--- config.mk ---
export PLATFORM = sky130hd
export DESIGN_NAME = easter_holiday_dates
export DESIGN_NICKNAME = d
export VERILOG_FILES = /design/src/rtl/ehd_pkg.sv /design/src/rtl/easter_holiday_dates.sv /design/src/rtl/ehd_front.sv /design/src/rtl/ehd_queue.sv /design/src/rtl/ehd_back.sv
export SDC_FILE = /design/constraint.sdc
export NUM_CORES = 1
export LEC_CHECK = 0
export BUFFER_PORTS_ARGS = -buffer_cell sky130_fd_sc_hd__buf_2
export CAP_MARGIN = 10
export CORE_MARGIN = 3
export CORE_UTILIZATION = 63
export DETAILED_ROUTE_END_ITERATION = 8
export GPL_ROUTABILITY_DRIVEN = 0
export GPL_TIMING_DRIVEN = 0
export PLACE_DENSITY_LB_ADDON = 0.08
export SLEW_MARGIN = 20
export SYNTH_ARGS = -nofsm -noshare
export SYNTH_HDL_FRONTEND = slang
export SYNTH_SLANG_ARGS = --single-unit
--- constraint.sdc ---
create_clock -name clk -period 8 [get_ports clk]
set_clock_uncertainty 0.2 [all_clocks]
set_input_delay 0.4 -clock clk [delete_from_list [all_inputs] [get_ports clk]]
set_output_delay 0.4 -clock clk [all_outputs]
set_load 0.02 [all_outputs]
--- src/rtl/ehd_pkg.sv ---
// ehd_pkg: shared types, constants and calendar helpers for the holiday date block
// used by every module under rtl; no dependencies of its own

package ehd_pkg;

  localparam int YEAR_W    = 14;
  localparam int DOY_W     = 9;    // day of year, up to 366
  localparam int EYD_W     = 7;    // easter day of year, march or april only
  localparam int FRONT_STG = 8;    // computus pipeline stages
  localparam int Q_DEPTH   = 2;
  localparam int Q_AW      = $clog2(Q_DEPTH);
  localparam int Q_CW      = $clog2(Q_DEPTH + 1);

  typedef enum logic [2:0] {
    HOL_EASTER      = 3'd0,
    HOL_CARNIVAL    = 3'd1,
    HOL_GOOD_FRIDAY = 3'd2,
    HOL_ASCENSION   = 3'd3,
    HOL_WHITSUN     = 3'd4,
    HOL_CHRISTMAS   = 3'd5
  } holiday_t;

  // one year after the computus, waiting for expansion
  typedef struct packed {
    logic [EYD_W-1:0] eyd;
    logic             leap;
  } ehd_entry_t;

  typedef struct packed {
    logic full;
    logic empty;
  } ehd_qstat_t;

  // days before the first of the given month
  function automatic logic [DOY_W-1:0] month_start(input logic [3:0] mon, input logic leap);
    logic [DOY_W-1:0] base;
    case (mon)
      4'd1:    base = 9'd0;
      4'd2:    base = 9'd31;
      4'd3:    base = 9'd59;
      4'd4:    base = 9'd90;
      4'd5:    base = 9'd120;
      4'd6:    base = 9'd151;
      4'd7:    base = 9'd181;
      4'd8:    base = 9'd212;
      4'd9:    base = 9'd243;
      4'd10:   base = 9'd273;
      4'd11:   base = 9'd304;
      4'd12:   base = 9'd334;
      default: base = 9'd0;
    endcase
    if (leap && mon >= 4'd3) begin
      base = base + 9'd1;
    end
    return base;
  endfunction

endpackage

--- src/rtl/easter_holiday_dates.sv ---
// easter_holiday_dates: top level, holiday dates for one gregorian year
// depends on ehd_pkg, ehd_front, ehd_queue, ehd_back
//
//   channel | direction | handshake           | payload
//   --------+-----------+---------------------+-----------------------------------------
//   in      | in        | in_valid / in_ready | year
//   out     | out       | out_valid/out_ready | holiday, day_of_month, month_number,
//           |           |                     | last_of_run
//
// each year word gives six result words, one per cycle while out_ready is high, so the
// single result port in the back end sets the rate at which years can be taken
// the first result word of a year passes through the eight computus stages, then the
// queue, the day-of-year stage and the output register
// synchronous active-high reset clears all valid flags, queue pointers and the holiday
// counter; payload registers are not reset
// a stall at out holds the back end; the front keeps taking years until the two-entry
// queue is full and the last computus stage holds a year, then drops in_ready

module easter_holiday_dates (
  input  logic        clk,
  input  logic        rst,
  input  logic        in_valid,
  output logic        in_ready,
  input  logic [13:0] year,
  output logic        out_valid,
  input  logic        out_ready,
  output logic [2:0]  holiday,
  output logic [4:0]  day_of_month,
  output logic [3:0]  month_number,
  output logic        last_of_run
);
  import ehd_pkg::*;

  ehd_qstat_t qstat;
  ehd_entry_t push_data;
  ehd_entry_t head;
  logic       push;
  logic       pop;

  // front: computus pipeline, easter as a day of the year plus leap flag
  ehd_front u_front (
    .clk       (clk),
    .rst       (rst),
    .in_valid  (in_valid),
    .in_ready  (in_ready),
    .year      (year),
    .qstat     (qstat),
    .push      (push),
    .push_data (push_data)
  );

  // decouples the computus from the six-word expansion
  ehd_queue u_queue (
    .clk       (clk),
    .rst       (rst),
    .push      (push),
    .push_data (push_data),
    .pop       (pop),
    .head      (head),
    .qstat     (qstat)
  );

  // back: offsets per holiday, day of year to day and month, output register
  ehd_back u_back (
    .clk          (clk),
    .rst          (rst),
    .head         (head),
    .qstat        (qstat),
    .pop          (pop),
    .out_valid    (out_valid),
    .out_ready    (out_ready),
    .holiday      (holiday),
    .day_of_month (day_of_month),
    .month_number (month_number),
    .last_of_run  (last_of_run)
  );

endmodule

--- src/rtl/ehd_front.sv ---
// ehd_front: pipelined anonymous gregorian computus, year in, easter day of year out
// depends on ehd_pkg; feeds ehd_queue

module ehd_front (
  input  logic                      clk,
  input  logic                      rst,
  input  logic                      in_valid,
  output logic                      in_ready,
  input  logic [13:0]               year,
  input  ehd_pkg::ehd_qstat_t       qstat,
  output logic                      push,
  output ehd_pkg::ehd_entry_t       push_data
);
  import ehd_pkg::*;

  logic [FRONT_STG:1] v;
  logic               adv;

  // stage 1
  logic [YEAR_W-1:0] y1;
  logic [7:0]        q100_1;
  logic [9:0]        q19_1;
  // stage 2
  logic [4:0] a2;
  logic [7:0] b2;
  logic [6:0] c2;
  logic [2:0] f2;
  logic       leap2;
  // stage 3
  logic [4:0] a3;
  logic [7:0] b3;
  logic [6:0] c3;
  logic [5:0] g3;
  logic       leap3;
  // stage 4
  logic [4:0] a4;
  logic [1:0] e4;
  logic [6:0] c4;
  logic [9:0] hs4;
  logic       leap4;
  // stage 5
  logic [4:0] a5;
  logic [1:0] e5;
  logic [6:0] c5;
  logic [9:0] hs5;
  logic [4:0] q30_5;
  logic       leap5;
  // stage 6
  logic [4:0] a6;
  logic [4:0] h6;
  logic [6:0] ls6;
  logic       leap6;
  // stage 7
  logic [4:0] a7;
  logic [4:0] h7;
  logic [6:0] ls7;
  logic [3:0] q7_7;
  logic       leap7;
  // stage 8
  logic [4:0] a8;
  logic [4:0] h8;
  logic [2:0] l8;
  logic       leap8;

  logic [26:0] p100;
  logic [28:0] p19;
  logic [13:0] a_full, c_full;
  logic [8:0]  bf;
  logic [12:0] pf;
  logic [7:0]  gx;
  logic [15:0] pg;
  logic [9:0]  hs_c;
  logic [19:0] p30;
  logic [9:0]  h_full;
  logic [7:0]  ls_full;
  logic [13:0] p7;
  logic [6:0]  l_full;
  logic [9:0]  ms;
  logic [6:0]  eyd_c;

  assign adv      = !v[FRONT_STG] || !qstat.full;
  assign in_ready = adv;
  assign push     = v[FRONT_STG] && !qstat.full;

  always_comb begin
    // reciprocal multiplies stand in for /100 and /19, exact over 14 bits
    p100   = 27'(year) * 27'd5243;
    p19    = 29'(year) * 29'd27595;
    a_full = y1 - 14'(q19_1) * 14'd19;
    c_full = y1 - 14'(q100_1) * 14'd100;
    bf     = 9'(q100_1) + 9'd8;
    pf     = 13'(bf) * 13'd41;
    gx     = b2 - 8'(f2) + 8'd1;
    pg     = 16'(gx) * 16'd171;
    hs_c   = 10'(a3) * 10'd19 + 10'(b3) - 10'(b3[7:2]) - 10'(g3) + 10'd15;
    p30    = 20'(hs4) * 20'd1093;
    h_full = hs5 - 10'(q30_5) * 10'd30;
    ls_full = 8'd32 + {5'd0, e5, 1'b0} + {2'd0, c5[6:2], 1'b0}
              - 8'(h_full[4:0]) - 8'(c5[1:0]);
    p7     = 14'(ls6) * 14'd147;
    l_full = ls7 - 7'(q7_7) * 7'd7;
    ms     = 10'(a8) + 10'(h8) * 10'd11 + 10'(l8) * 10'd22;
    // day of year is that of march 22 plus h + l - 7m, plus the leap day; one sum serves march and april
    eyd_c  = 7'(h8) + 7'(l8) + 7'd81 + 7'(leap8) - ((ms >= 10'd451) ? 7'd7 : 7'd0);
  end

  assign push_data.eyd  = eyd_c;
  assign push_data.leap = leap8;

  always_ff @(posedge clk) begin
    if (rst) begin
      v <= '0;
    end else if (adv) begin
      v <= {v[FRONT_STG-1:1], in_valid};
    end
  end

  always_ff @(posedge clk) begin
    if (adv) begin
      y1     <= year;
      q100_1 <= p100[26:19];
      q19_1  <= p19[28:19];

      a2    <= a_full[4:0];
      b2    <= q100_1;
      c2    <= c_full[6:0];
      f2    <= pf[12:10];
      leap2 <= (y1[1:0] == 2'd0) && !((c_full[6:0] == 7'd0) && (q100_1[1:0] != 2'd0));

      a3    <= a2;
      b3    <= b2;
      c3    <= c2;
      g3    <= pg[14:9];
      leap3 <= leap2;

      a4    <= a3;
      e4    <= b3[1:0];
      c4    <= c3;
      hs4   <= hs_c;
      leap4 <= leap3;

      a5    <= a4;
      e5    <= e4;
      c5    <= c4;
      hs5   <= hs4;
      q30_5 <= p30[19:15];
      leap5 <= leap4;

      a6    <= a5;
      h6    <= h_full[4:0];
      ls6   <= ls_full[6:0];
      leap6 <= leap5;

      a7    <= a6;
      h7    <= h6;
      ls7   <= ls6;
      q7_7  <= p7[13:10];
      leap7 <= leap6;

      a8    <= a7;
      h8    <= h7;
      l8    <= l_full[2:0];
      leap8 <= leap7;
    end
  end

endmodule

--- src/rtl/ehd_queue.sv ---
// ehd_queue: short register queue between computus front and date back end
// depends on ehd_pkg

module ehd_queue (
  input  logic                  clk,
  input  logic                  rst,
  input  logic                  push,
  input  ehd_pkg::ehd_entry_t   push_data,
  input  logic                  pop,
  output ehd_pkg::ehd_entry_t   head,
  output ehd_pkg::ehd_qstat_t   qstat
);
  import ehd_pkg::*;

  ehd_entry_t       slots [Q_DEPTH];
  logic [Q_AW-1:0]  wptr, rptr;
  logic [Q_CW-1:0]  count;

  assign head        = slots[rptr];
  assign qstat.full  = (count == Q_CW'(Q_DEPTH));
  assign qstat.empty = (count == '0);

  always_ff @(posedge clk) begin
    if (rst) begin
      wptr  <= '0;
      rptr  <= '0;
      count <= '0;
    end else begin
      if (push) begin
        wptr <= (wptr == Q_AW'(Q_DEPTH - 1)) ? '0 : wptr + 1'b1;
      end
      if (pop) begin
        rptr <= (rptr == Q_AW'(Q_DEPTH - 1)) ? '0 : rptr + 1'b1;
      end
      case ({push, pop})
        2'b10:   count <= count + 1'b1;
        2'b01:   count <= count - 1'b1;
        default: count <= count;
      endcase
    end
  end

  always_ff @(posedge clk) begin
    if (push) begin
      slots[wptr] <= push_data;
    end
  end

endmodule

--- src/rtl/ehd_back.sv ---
// ehd_back: expands one queued year into six dated words
// depends on ehd_pkg; reads the head of ehd_queue

module ehd_back (
  input  logic                  clk,
  input  logic                  rst,
  input  ehd_pkg::ehd_entry_t   head,
  input  ehd_pkg::ehd_qstat_t   qstat,
  output logic                  pop,
  output logic                  out_valid,
  input  logic                  out_ready,
  output logic [2:0]            holiday,
  output logic [4:0]            day_of_month,
  output logic [3:0]            month_number,
  output logic                  last_of_run
);
  import ehd_pkg::*;

  holiday_t         cnt;
  logic             a_valid;
  holiday_t         a_hol;
  logic [DOY_W-1:0] a_doy;
  logic             a_leap;
  logic             a_load, b_load;

  logic [DOY_W-1:0] doy_c;
  logic [3:0]       mon_c;
  logic [DOY_W-1:0] day_c;

  assign b_load = a_valid && (!out_valid || out_ready);
  assign a_load = !qstat.empty && (!a_valid || b_load);
  assign pop    = a_load && (cnt == HOL_CHRISTMAS);

  always_comb begin
    case (cnt)
      HOL_EASTER:      doy_c = 9'(head.eyd);
      HOL_CARNIVAL:    doy_c = 9'(head.eyd) - 9'd49;
      HOL_GOOD_FRIDAY: doy_c = 9'(head.eyd) - 9'd2;
      HOL_ASCENSION:   doy_c = 9'(head.eyd) + 9'd39;
      HOL_WHITSUN:     doy_c = 9'(head.eyd) + 9'd49;
      HOL_CHRISTMAS:   doy_c = head.leap ? 9'd360 : 9'd359;
      default:         doy_c = 9'(head.eyd);
    endcase
  end

  // month is the last one whose start lies below the day of year
  always_comb begin
    mon_c = 4'd1;
    for (int m = 2; m <= 12; m++) begin
      if (a_doy > month_start(4'(m), a_leap)) begin
        mon_c = 4'(m);
      end
    end
    day_c = a_doy - month_start(mon_c, a_leap);
  end

  always_ff @(posedge clk) begin
    if (rst) begin
      cnt       <= HOL_EASTER;
      a_valid   <= 1'b0;
      out_valid <= 1'b0;
    end else begin
      if (a_load) begin
        cnt <= (cnt == HOL_CHRISTMAS) ? HOL_EASTER : holiday_t'(cnt + 3'd1);
      end
      if (a_load) begin
        a_valid <= 1'b1;
      end else if (b_load) begin
        a_valid <= 1'b0;
      end
      if (b_load) begin
        out_valid <= 1'b1;
      end else if (out_ready) begin
        out_valid <= 1'b0;
      end
    end
  end

  always_ff @(posedge clk) begin
    if (a_load) begin
      a_hol  <= cnt;
      a_doy  <= doy_c;
      a_leap <= head.leap;
    end
    if (b_load) begin
      holiday      <= a_hol;
      day_of_month <= day_c[4:0];
      month_number <= mon_c;
      last_of_run  <= (a_hol == HOL_CHRISTMAS);
    end
  end

endmodule

Yosys cells after proc, flatten, opt, wreduce, memory -nomap -nowiden
Memories as Yosys holds them, arrays and structs flattened. A register that Yosys moved wholly into a read port is not among the register bits.
Index checks and enable logic that the tools add are counted.
{ "op_classes": {"n_addsub": 32, "mul": 13, "magnitude_cmp": 13, "eq_ne": 9, "n_mux": 37, "n_reduce_logical": 23} }
{ "ops": {"columns": ["cell", "n"], "rows": [
  ["$mux W4", 12],
  ["$pmux W9 S5", 1],
  ["$gt A9 B8 Y1", 4],
  ["$mul A14 B15 Y29 const B", 1],
  ["$gt A9 B9 Y1", 3],
  ["$mul A14 B13 Y27 const B", 1],
  ["$add A10 B8 Y10", 2],
  ["$mul A10 B11 Y20 const B", 1],
  ["$sub A10 B6 Y10", 2],
  ["$gt A9 B7 Y1", 2],
  ["$add A7 B6 Y8 const B", 2],
  ["$mul A8 B8 Y15 const B", 1],
  ["$mux W1", 15],
  ["$sub A5 B5 Y5", 3],
  ["$mul A7 B8 Y14 const B", 1],
  ["$sub A7 B7 Y7", 2],
  ["$mul A9 B6 Y13 const B", 1],
  ["$mux W3", 4],
  ["$add A10 B4 Y10 const B", 1],
  ["$add A5 B9 Y10", 1],
  ["$ge A10 B9 Y1 const B", 1],
  ["$mul A10 B5 Y5 const B", 1],
  ["$mul A5 B5 Y10 const B", 1],
  ["$add A8 B4 Y9 const B", 1],
  ["39 further kinds", 63]
]} }
{ "totals": {"ff_bits": 219, "mem_bits_rw": 16, "rom_bits": 144, "inputBits": 18, "out_inout_bits": 15, "word_cells": 180, "mem_count": 2} }
{ "mem_list": {"columns": ["memory", "words", "width", "read_ports", "rd_ports_with_merged_regs", "wr", "line_no", "text"], "rows": [
  ["(name not given)", 16, 9, 1, 0, 0, "ehd_pkg.sv:37", "case (mon)"],
  ["u_queue.slots", 2, 8, 1, 1, 1, "ehd_queue.sv:15", "ehd_entry_t slots [Q_DEPTH];"]
]} }

Depth between registers and ports, before layout
Gate-level depths: netlist of the first run.
{ "depth": {"ltp_word": 16, "mapped_depth": 25} }

By module
A second synthesis of the first run with hierarchy kept.
{ "unflattened": {"cells_unflattened": 1964, "area_unflattened_um2": 22258.8} }
{ "modules_own_cells": {"columns": ["module", "n_inst", "cells_each", "area_per_inst_um2", "seq_area_each_um2"], "rows": [
  ["ehd_front", 1, 1615, 18850.6, 5235.0],
  ["ehd_back", 1, 302, 2627.5, 880.8],
  ["ehd_queue", 1, 47, 780.7, 580.6]
]} }

Worst setup path after synthesis of the first run
OpenSTA, ideal clock, no wires.
{ "synth_path": {"path_type": "reg2reg", "start": "reg u_queue.count[0]", "end": "reg u_front.v[1] in the netlist's numbering", "t_arrival_ns": 6.097, "slack_ns": 1.569, "path_stages_with_launch": 5, "n_path_buf": 1, "period_less_slack_ns": 6.431, "path_cell_list": "dfxtp_1 > nand3b_1 > clkbuf_1 > mux2i_1 > nor2_1"} }
{ "synth_between": {"elab_chain_cells": 3} }
{ "synth_rtl": {"columns": ["element", "line_no", "text"], "rows": [
  ["start: declaration", "ehd_queue.sv:17", "logic [Q_CW-1:0] count;"],
  ["start signal: assignment", "ehd_queue.sv:36", "2'b10: count <= count + 1'b1;"],
  ["start signal: assignment", "ehd_queue.sv:37", "2'b01: count <= count - 1'b1;"],
  ["start signal: assignment", "ehd_queue.sv:38", "default: count <= count;"],
  ["$eq A2 B2 Y1", "ehd_queue.sv:20", "assign qstat.full = (count == Q_CW'(Q_DEPTH));"],
  ["$logic_not A1 Y1", "ehd_front.sv:81", "assign adv = !v[FRONT_STG] || !qstat.full;"],
  ["$logic_or A1 B1 Y1", "ehd_front.sv:81", null],
  ["named net in_ready", "easter_holiday_dates.sv:23", "output logic in_ready,"],
  ["end signal: assignment", "ehd_front.sv:114", "v <= {v[FRONT_STG-1:1], in_valid};"],
  ["end: declaration", "ehd_front.sv:16", "logic [FRONT_STG:1] v;"]
]} }
The timed path passes the listed nets, and every way through them passes these cells.
A chain may end at the register's enable or synchronous reset.

==> flow_summary.ini, run 1 <==
[clocking]
max-clock-path-buffers = 3
cts_tree = done
ctsHtreeMaxLevel = 1
post_cts_resized = 0
tritoncts_num_sinks = 229
clkLatencyLatePin_ns = 0.52
reg_clk_slew_reported_paths_ns = 0.06
cts-buffers-inserted = 26
ctsRootBufferMaster = sky130_fd_sc_hd__clkbuf_16

[routing]
firstDrtPassIters = 5
post_drt_via_cell_ratio = 5.41
drt-initial-drc-count = 514
ant_nets = 0
routed_wire_length_per_instance_um = 15.7
postRouteWirelength_mm = 38.4
detail_route.drc_violations = 0
vias = 13200

[worst_setup_path]
crit_path_frequent_cell = sky130_fd_sc_hd__fa_1
timing_worst_setup_path_type = register to register
critical-path-slowest-cell = sky130_fd_sc_hd__o31ai_1
critical_path_required_ns = 8.05
crit_path_cell_trace = ha_1 > ha_1 > fa_1 > inv_1 > fa_1 > fa_1 > fa_1 > inv_1 > ha_1 > a21oi_1 > o21bai_1 > a21oi_1 > mux2i_1 > o21ai_0 > nand2_1 > o31ai_1 > fa_1 > inv_1 > ha_1 > fa_1 > a21o_1 > a21oi_1 > xnor2_1
crit_path_start_kind = register
cp-end-kind = register
critical_path.max_stage_delay_ns = 0.61
worst_ep_arrival_time_ns = 7.21
path_max_fanout = 6

[run_status]
status = completed

[yosys]
synth.cell_area_um2 = 21900
synth-edff-count = 211
postSynth.asyncResetShare = 0
synth_sequential_area_ratio = 0.305
yosysUniqueCellTypes = 72
synth-seq-cells = 229
avg_cell_area_syn_um2 = 11.5
synth_ff_type = sky130_fd_sc_hd__edfxtp_1
ys_warn_count = 0
post_synth_inst_count = 1911
syn-num-nets = 2583

[floorplanning]
die_y_um = 193
initial_core_util = 0.646
die_width_um = 193
floorplan.rows = 67
die_area_um2 = 37100
core_um2 = 34000
io_pins = 33

[run]
cap_violations = 0

[sta]
max_slew_headroom = 0.505
transition_at_the_pin_with_the_smallest_max_transition_slack_ns = 0.724
timing.final.crit_share = 0.894
timing.fmax_mhz = 140
timing.final.max_slew_violations = 0
timing.final.setup_violations = 0
whs_ns = 0.0376
hold_violations = 0
rsz0062_at_grt = no
fin_crit_ns = 7.15
setup_slack_ns = 0.846

[final_layout]
nNetsFinal = 2648
area_growth_pct = 7.75
drive_above_1_share = 0.0501
utilization = 0.696
antenna-diode-count = 0
layout.cells.non_filler = 2443

[global_route]
grt-ovfl-total = 0
grt_use_total = 0.219
grt_pass1_vias = 13800
grt_antenna_before_repair = 0
grt_max_degree = 50
grt_pass1_wl_mm = 65.4

[placement]
detailedPlace.worstSlack_ns = 0.892
place.detailed.hpwl_mm = 31.3
port_buffers = 31
dpl.cell_count = 2394

[min_path]
min_path_type = input port to register
-- cells in the final DEF (no fill, tap or decap), types with 4 or more instances in the layout --
| cell type | count |
|---|---|
| sky130_fd_sc_hd__o21ai_0 | 33 |
| sky130_fd_sc_hd__nor3_1 | 11 |
| sky130_fd_sc_hd__inv_1 | 438 |
| sky130_fd_sc_hd__and2_1 | 4 |
| sky130_fd_sc_hd__clkbuf_1 | 15 |
| sky130_fd_sc_hd__edfxtp_1 | 211 |
| sky130_fd_sc_hd__a21o_1 | 27 |
| sky130_fd_sc_hd__xnor2_1 | 92 |
| sky130_fd_sc_hd__nand2_1 | 51 |
| sky130_fd_sc_hd__a211oi_1 | 8 |
| sky130_fd_sc_hd__clkbuf_16 | 27 |
| sky130_fd_sc_hd__a31oi_1 | 7 |
| sky130_fd_sc_hd__nand4_1 | 7 |
| sky130_fd_sc_hd__buf_2 | 34 |
| sky130_fd_sc_hd__o22ai_1 | 4 |
| sky130_fd_sc_hd__nor2_1 | 63 |
| sky130_fd_sc_hd__nor2b_1 | 10 |
| sky130_fd_sc_hd__a31o_2 | 4 |
| sky130_fd_sc_hd__nor4_1 | 4 |
| sky130_fd_sc_hd__o31ai_1 | 5 |
| sky130_fd_sc_hd__nand2b_1 | 5 |
| sky130_fd_sc_hd__nand3_1 | 12 |
| sky130_fd_sc_hd__or3_1 | 5 |
| sky130_fd_sc_hd__dfxtp_1 | 18 |
| sky130_fd_sc_hd__ha_1 | 445 |
| sky130_fd_sc_hd__fa_1 | 209 |
| sky130_fd_sc_hd__mux2i_1 | 15 |
| sky130_fd_sc_hd__o31a_1 | 4 |
| sky130_fd_sc_hd__xor2_1 | 33 |
| sky130_fd_sc_hd__o21a_1 | 5 |
| sky130_fd_sc_hd__a21oi_1 | 75 |
| sky130_fd_sc_hd__o211ai_1 | 4 |
| sky130_fd_sc_hd__o21bai_1 | 18 |
| sky130_fd_sc_hd__and3_1 | 5 |
-- final cells by class --
type | count | area, um2
Buffer | 18 | 82.6
Clock buffer | 31 | 691
Clock inverter | 16 | 184
Fill cell | 2476 | 10300
Inverter | 439 | 1650
Multi-Input combinational cell | 1225 | 13500
Sequential cell | 229 | 6700
Tap cell | 448 | 561
Timing Repair Buffer | 37 | 254
-- timing repair --
action,4_1_cts,5_1_grt
hold endpoints to repair,2,0
endpoints found under the setup margin,0,0
hold buffers,2,0
setup buffers,0,0
-- final timing paths --
check	endpoint	slack, ns	from	depth (start not counted)
worst max-delay path	u_queue.slots[1][6]$_DFFE_PP_	0.85	u_front.l8[1]$_DFFE_PP_	23
worst min-delay path	u_front.y1[2]$_DFFE_PP_	0.04	year[2]	1
worst max register to register	u_queue.slots[1][6]$_DFFE_PP_	0.85	u_front.l8[1]$_DFFE_PP_	23
worst min register to register	u_front.c4[0]$_DFFE_PP_	0.21	u_front.c3[0]$_DFFE_PP_	0
-- synth_stat cells, drive strengths merged (6+ instances only) --
master,count,area [um2]
a211oi,8,60.1
a21o,27,203
a21oi,77,389
a31oi,7,43.8
buf,6,33.8
clkbuf,12,45.0
dfxtp,18,360
edfxtp,211,6340
fa,209,4180
ha,445,5570
inv,439,1650
mux2i,16,164
nand2,51,191
nand3,12,60.1
nand4,7,43.8
nor2,65,249
nor2b,11,68.8
nor3,12,65.1
o21ai,36,180
o21bai,18,135
xnor2,92,806
xor2,33,289
-- logic make-up (layout without fill, tap and decap cells) --
family,Yosys count,count (layout),share of synthesized area
flip-flops,229,229,0.305
AO/OA/AOI/OAI,235,235,0.0703
adder cells (fa/ha/maj),654,654,0.445
AND/OR/NAND/NOR,192,192,0.0416
multiplexers,19,19,0.00902
buffers and inverters,457,541,0.0788
XOR/XNOR,125,125,0.0499
-- through the flow --
| stage | cell area, um2 | setup TNS [ns] |
|---|---|---|
| floorplan | 21900 | 0 |
| global placement | 22600 | -0.664 |
| detailed placement | 22700 | 0 |
| CTS | 23600 | 0 |
| global route | 23600 | 0 |
| finish | 23600 | 0 |
-- layer usage --
metal | global-route usage | share of wire | vias to the layer above
li1 | - | - | 6532
met1 | 0.293 | 0.45 | 6415
met2 | 0.385 | 0.49 | 218
met3 | 0.0223 | 0.031 | 63
met4 | 0.0513 | 0.021 | 0
met5 | 0 | 0 | -
-- sequential cells by signal, summed over array words and instances, names as in the netlist, 8 cells and up, named ones only --
name,flops
u_front.b2,8
u_front.b3,8
u_front.hs4,10
u_front.v,8
u_back.a_doy,9
u_front.q100_1,8
u_queue.slots,16
-- worst max-delay path: cells and delay by family (launching register included) --
kind,cells,cell delay [ns]
simple gates,1,0.10
mux,1,0.13
fa+ha+maj,10,3.86
compound gates,7,1.82
flops,1,0.53
xor+xnor,1,0.10
buf+inv,3,0.13
Power of run 1 is not shown: default switching activity piles up to over one toggle a cycle in this logic, so the estimate is an artifact.
==> inputs of run 2 (changes only) <==
Settings changed: CORE_MARGIN 3 to 5.
Clock period 8 ns to 7.6 ns, I/O delays scaled along.
==> flow_summary.ini, run 2 (synthesis results as in run 1) <==
[routing]
post_drt_via_cell_ratio = 5.43
routed_wire_length_per_instance_um = 15.5
vias = 13300
ant_nets = 0
postRouteWirelength_mm = 38.0
detail_route.drc_violations = 0
drt-initial-drc-count = 461
firstDrtPassIters = 5

[min_path]
min_path_type = input port to register

[floorplanning]
die_area_um2 = 38600
floorplan.rows = 68
io_pins = 33
die_width_um = 197
die_y_um = 197
initial_core_util = 0.636
core_um2 = 34500

[sta]
tns_ns = 0
fin_crit_ns = 7.15
timing.final.setup_violations = 0
timing.fmax_mhz = 140
hold_violations = 0
timing.final.max_slew_violations = 0
transition_at_the_pin_with_the_smallest_max_transition_slack_ns = 0.741
max_slew_headroom = 0.504
whs_ns = 0.0513
rsz0062_at_grt = no
timing.final.crit_share = 0.941

[global_route]
grt_use_total = 0.202
grt_pass1_vias = 13600
grt-ovfl-total = 0
grt_pass1_wl_mm = 64.7
grt_max_degree = 57
grt_antenna_before_repair = 0

[final_layout]
drive_above_1_share = 0.0496
largest_register_ffs = 16
area_growth_pct = 7.84
utilization = 0.686
most-common-layout-cells = sky130_fd_sc_hd__ha_1 (445), sky130_fd_sc_hd__inv_1 (438), sky130_fd_sc_hd__edfxtp_1 (211)
layout_commonest_cell = sky130_fd_sc_hd__ha_1
antenna-diode-count = 0
largest-register = u_queue.slots
registers_with_the_most_flip_flops = u_queue.slots: 16 flops, u_front.hs4: 10 flops, u_back.a_doy: 9 flops
nNetsFinal = 2649

[worst_setup_path]
cp-end-kind = register
timing_worst_setup_path_type = register to register
path_max_fanout = 6
crit_path_start_kind = register
worst_ep_arrival_time_ns = 7.20
critical_path_required_ns = 7.65

[clocking]
ctsHtreeMaxLevel = 1
ctsRootBufferMaster = sky130_fd_sc_hd__clkbuf_16
cts-buffers-inserted = 26
post_cts_resized = 0
tritoncts_num_sinks = 229
reg_clk_slew_reported_paths_ns = 0.06
cts_tree = done
max-clock-path-buffers = 3
clkLatencyLatePin_ns = 0.54

[run_status]
status = completed

[run]
cap_violations = 0

[placement]
place.detailed.hpwl_mm = 31.3
port_buffers = 31
[run 2: critical path, cell delays in order (launching register included)]
cell and delay, ns:
sky130_fd_sc_hd__edfxtp_1 0.54, sky130_fd_sc_hd__ha_1 0.38, sky130_fd_sc_hd__ha_1 0.25, sky130_fd_sc_hd__fa_1 0.57, sky130_fd_sc_hd__inv_1 0.06, sky130_fd_sc_hd__fa_1 0.50
sky130_fd_sc_hd__fa_1 0.44, sky130_fd_sc_hd__fa_1 0.54, sky130_fd_sc_hd__inv_1 0.04, sky130_fd_sc_hd__ha_1 0.32, sky130_fd_sc_hd__a21oi_1 0.23, sky130_fd_sc_hd__o21bai_1 0.10
sky130_fd_sc_hd__a21oi_1 0.33, sky130_fd_sc_hd__mux2i_1 0.13, sky130_fd_sc_hd__o21ai_0 0.19, sky130_fd_sc_hd__nand2_1 0.10, sky130_fd_sc_hd__o31ai_1 0.54, sky130_fd_sc_hd__fa_1 0.27
sky130_fd_sc_hd__inv_1 0.04, sky130_fd_sc_hd__ha_1 0.19, sky130_fd_sc_hd__fa_1 0.41, sky130_fd_sc_hd__a21o_1 0.20, sky130_fd_sc_hd__a21oi_1 0.18, sky130_fd_sc_hd__xnor2_1 0.11
[run 2: final timing paths]
kind | startpoint | endpoint | slack (ns) | cells past startpoint
worst max-delay path | u_front.l8[1]$_DFFE_PP_ | u_queue.slots[1][6]$_DFFE_PP_ | 0.45 | 23
worst min-delay path | rst | register | 0.05 | 2
worst max register to register | u_front.l8[1]$_DFFE_PP_ | u_queue.slots[1][6]$_DFFE_PP_ | 0.45 | 23
worst min register to register | u_front.h6[3]$_DFFE_PP_ | u_front.h7[3]$_DFFE_PP_ | 0.21 | 0
[run 2: final cells by class]
cell class              count  area, um2
repair buffers             38        272
plain buffers              18       82.6
clock buffers              31        669
fillers                  2548      10800
multi-input cells        1225      13500
clock inverters            15        198
well taps                 455        569
flip-flops and latches    229       6700
inverters                 439       1650
[run 2: per-stage QoR]
step	instances	instance area (um2)	setup slack, ns
2_1_floorplan	1911	21900	1.17
3_3_place_gp	2397	22600	-1.05
3_5_place_dp	2401	22700	0.540
4_1_cts	2450	23600	0.455
5_1_grt	2450	23600	0.0983
6_report	2450	23600	0.452
[run 2: timing repair]
item	4_1_cts	5_1_grt
hold buffers	3	0
hold endpoints to repair	4	0
buffers inserted	0	0
[run 2: per-layer routing]
| layer | up-vias | global-route usage | routed length [um] |
|---|---|---|---|
| li1 | 6530 | - | - |
| met1 | 6515 | 0.280 | 17400 |
| met2 | 205 | 0.353 | 18900 |
| met3 | 55 | 0.0210 | 1110 |
| met4 | 0 | 0.0401 | 657 |
| met5 | - | 0 | 0 |
Power of run 2 is left out for the same reason.
==> inputs of run 3 (changes only) <==
Settings changed: ABC_AREA from default to 1, CORE_UTILIZATION 63 to 59.
Clock period 7.6 ns to 5.9 ns, I/O delays scaled along.
==> flow_summary.ini, run 3 <==
[run_status]
status = finished with violations
violations = negative setup slack

[global_route]
grt_pass1_vias = 15400
grt_antenna_before_repair = 0
grt-ovfl-total = 0
grt_pass1_wl_mm = 71.4
grt_use_total = 0.205
grt_max_degree = 51

[yosys]
largest_family_of_logic_cells_by_synthesized_area = adder cells
yosysMostFrequentCell = sky130_fd_sc_hd__inv_1
synth_area_leader = sky130_fd_sc_hd__edfxtp_1
postSynth.asyncResetShare = 0
yosys.area_share.adder = 0.432
synth_ff_type = sky130_fd_sc_hd__edfxtp_1
synth-xor-area-share = 0.0442
synth_compound_area_frac = 0.0590
yosysUniqueCellTypes = 54
post_synth_inst_count = 2170
ys_warn_count = 0
synth-seq-cells = 229
avg_cell_area_syn_um2 = 10.4
synth.cell_area_um2 = 22600
synth.area.mux_share = 0.000443
synth_top_area_frac = 0.281
synth_simple_gate_area_share = 0.0778
synth_area_leaders = sky130_fd_sc_hd__edfxtp_1 (28%), sky130_fd_sc_hd__ha_1 (25%), sky130_fd_sc_hd__fa_1 (19%)
synth-edff-count = 211
synth.top_cells.by_count = sky130_fd_sc_hd__inv_1 (515), sky130_fd_sc_hd__ha_1 (445), sky130_fd_sc_hd__edfxtp_1 (211)
syn-num-nets = 2842
synth_sequential_area_ratio = 0.297

[clocking]
tritoncts_num_sinks = 229
max-clock-path-buffers = 3
cts-buffers-inserted = 24
ctsHtreeMaxLevel = 1
reg_clk_slew_reported_paths_ns = 0.07
cts_tree = done
clkLatencyLatePin_ns = 0.52
ctsRootBufferMaster = sky130_fd_sc_hd__clkbuf_16

[worst_setup_path]
regToRegSetupSlack_ns = -0.16
worst_r2r_startpoint = u_front.l8[1]$_DFFE_PP_
critical_path_required_ns = 5.94
rr_endpoint = u_queue.slots[1][4]$_DFFE_PP_
timing_worst_setup_path_type = register to register
path_max_fanout = 4
crit_path_start_kind = register
cp-end-kind = register
worst_ep_arrival_time_ns = 6.11
worstRegToRegCells = 24

[routing]
vias = 14600
firstDrtPassIters = 5
routed_wire_length_per_instance_um = 14.7
post_drt_via_cell_ratio = 5.24
ant_nets = 0
detail_route.drc_violations = 0
drt-initial-drc-count = 640
postRouteWirelength_mm = 40.9

[floorplanning]
die_width_um = 206
initial_core_util = 0.598
floorplan.rows = 71
die_y_um = 206
die_area_um2 = 42300
io_pins = 33
core_um2 = 37800

[sta]
timing.final.crit_share = 1.03
timing.fmax_mhz = 165
max_slew_headroom = 0.389
fin_crit_ns = 6.06
timing.final.setup_violations = 8
rsz0062_at_grt = yes
transition_at_the_pin_with_the_smallest_max_transition_slack_ns = 0.906
hold_violations = 0
setup_slack_ns = -0.162
timing.final.max_slew_violations = 0

[final_layout]
area_growth_pct = 8.76
final.fill_count = 3031
layout_commonest_cell = sky130_fd_sc_hd__inv_1
largest_register_ffs = 16
most-common-layout-cells = sky130_fd_sc_hd__inv_1 (509), sky130_fd_sc_hd__ha_1 (441), sky130_fd_sc_hd__edfxtp_1 (211)
register_area_um2 = 6700
largest-register = u_queue.slots
antenna-diode-count = 0
registers_with_the_most_flip_flops = u_queue.slots: 16 flops, u_front.hs4: 10 flops, u_back.a_doy: 9 flops
multi_input_area_um2 = 14000
nNetsFinal = 2919
drive_above_1_share = 0.0680
design_area_um2 = 24600

[placement]
detailed_place.area_um2 = 23500
port_buffers = 31
place.detailed.hpwl_mm = 34.3

[min_path]
min_path_type = input port to register
hold-path-endpoint = u_front.y1[4]$_DFFE_PP_
hold_depth = 1
timing.hold.worst.start = year[4]

[run]
cap_violations = 0
==> run 3: worst max-delay path by stage <==
stage | startpoint | end | slack, ns | cells after the start
6_report | u_front.l8[1]$_DFFE_PP_ | u_queue.slots[1][4]$_DFFE_PP_ | -0.16 | 24
5_1_grt | u_front.l8[1]$_DFFE_PP_ | u_queue.slots[1][6]$_DFFE_PP_ | -0.44 | 26
4_1_cts | u_front.l8[1]$_DFFE_PP_ | u_queue.slots[1][6]$_DFFE_PP_ | -0.16 | 26
3_5_place_dp | u_front.l8[1]$_DFFE_PP_ | u_queue.slots[0][6]$_DFFE_PP_ | -0.41 | 26
3_3_place_gp | u_front.l8[1]$_DFFE_PP_ | u_queue.slots[0][6]$_DFFE_PP_ | -0.31 | 26
2_1_floorplan | u_front.l8[1]$_DFFE_PP_ | u_queue.slots[0][6]$_DFFE_PP_ | 0.02 | 26
==> run 3: cell type report <==
cell class,count,share of cell area
clock buffers,32,0.0287
flip-flops and latches,229,0.273
inverters,533,0.0815
repair buffers,51,0.0151
well taps,511,0.0260
multi-input cells,1402,0.569
clock inverters,12,0.00555
plain buffers,6,0.00112
==> run 3: timing repair <==
action                     in CTS  in global routing
resized for setup               4                 14
pin swaps                      17                  3
hold buffers                    5                  0
setup endpoints to repair      10                 12
hold endpoints to repair        6                  0
setup buffers                  10                  2
==> run 3: metal layers <==
| metal | up-vias | share of wire | global-route usage |
|---|---|---|---|
| li1 | 7247 | - | - |
| met1 | 7060 | 0.46 | 0.280 |
| met2 | 205 | 0.50 | 0.363 |
| met3 | 44 | 0.029 | 0.0192 |
| met4 | 0 | 0.013 | 0.0383 |
| met5 | - | 0 | 0 |
==> run 3: cell families (layout without fill, tap and decap cells) <==
kind of cell | after synthesis | in the layout
buffers and inverters | 539 | 634
muxes | 1 | 1
and+or+nand+nor | 398 | 398
DFF | 229 | 229
adders and majority gates | 654 | 654
AOI/OAI and AO/OA | 235 | 235
xor gates and xnor gates | 114 | 114
==> run 3: through the flow <==
stage / TNS [ns] / std cells / setup WS (ns) / utilization / hold slack [ns]
2_1_floorplan: 0 / 2170 / 0.0245 / - / 0.194
3_3_place_gp: -1.28 / 2712 / -0.310 / 0.620 / 0.201
3_5_place_dp: -2.35 / 2715 / -0.411 / 0.623 / 0.205
4_1_cts: -0.751 / 2774 / -0.164 / 0.648 / 0.00462
5_1_grt: -3.25 / 2776 / -0.435 / 0.650 / 0.0190
6_report: -0.779 / 2776 / -0.162 / 0.650 / 0.0288
==> run 3: critical path, cell delays in order, from the launching register on <==
cell and delay (ns):
sky130_fd_sc_hd__edfxtp_1 0.46, sky130_fd_sc_hd__ha_1 0.33, sky130_fd_sc_hd__ha_2 0.21, sky130_fd_sc_hd__fa_1 0.53, sky130_fd_sc_hd__inv_2 0.05, sky130_fd_sc_hd__fa_1 0.50, sky130_fd_sc_hd__fa_2 0.45, sky130_fd_sc_hd__fa_1 0.50
sky130_fd_sc_hd__inv_2 0.05, sky130_fd_sc_hd__ha_4 0.25, sky130_fd_sc_hd__a21oi_1 0.12, sky130_fd_sc_hd__nand2_1 0.11, sky130_fd_sc_hd__a21oi_2 0.17, sky130_fd_sc_hd__o21bai_1 0.12, sky130_fd_sc_hd__nand2_1 0.11, sky130_fd_sc_hd__nand2_1 0.07
sky130_fd_sc_hd__a21oi_1 0.16, sky130_fd_sc_hd__o21ai_2 0.11, sky130_fd_sc_hd__ha_1 0.31, sky130_fd_sc_hd__inv_2 0.04, sky130_fd_sc_hd__ha_4 0.15, sky130_fd_sc_hd__fa_2 0.36, sky130_fd_sc_hd__buf_4 0.14, sky130_fd_sc_hd__buf_4 0.12
sky130_fd_sc_hd__xor2_1 0.15
Power of run 3 is left out for the same reason.
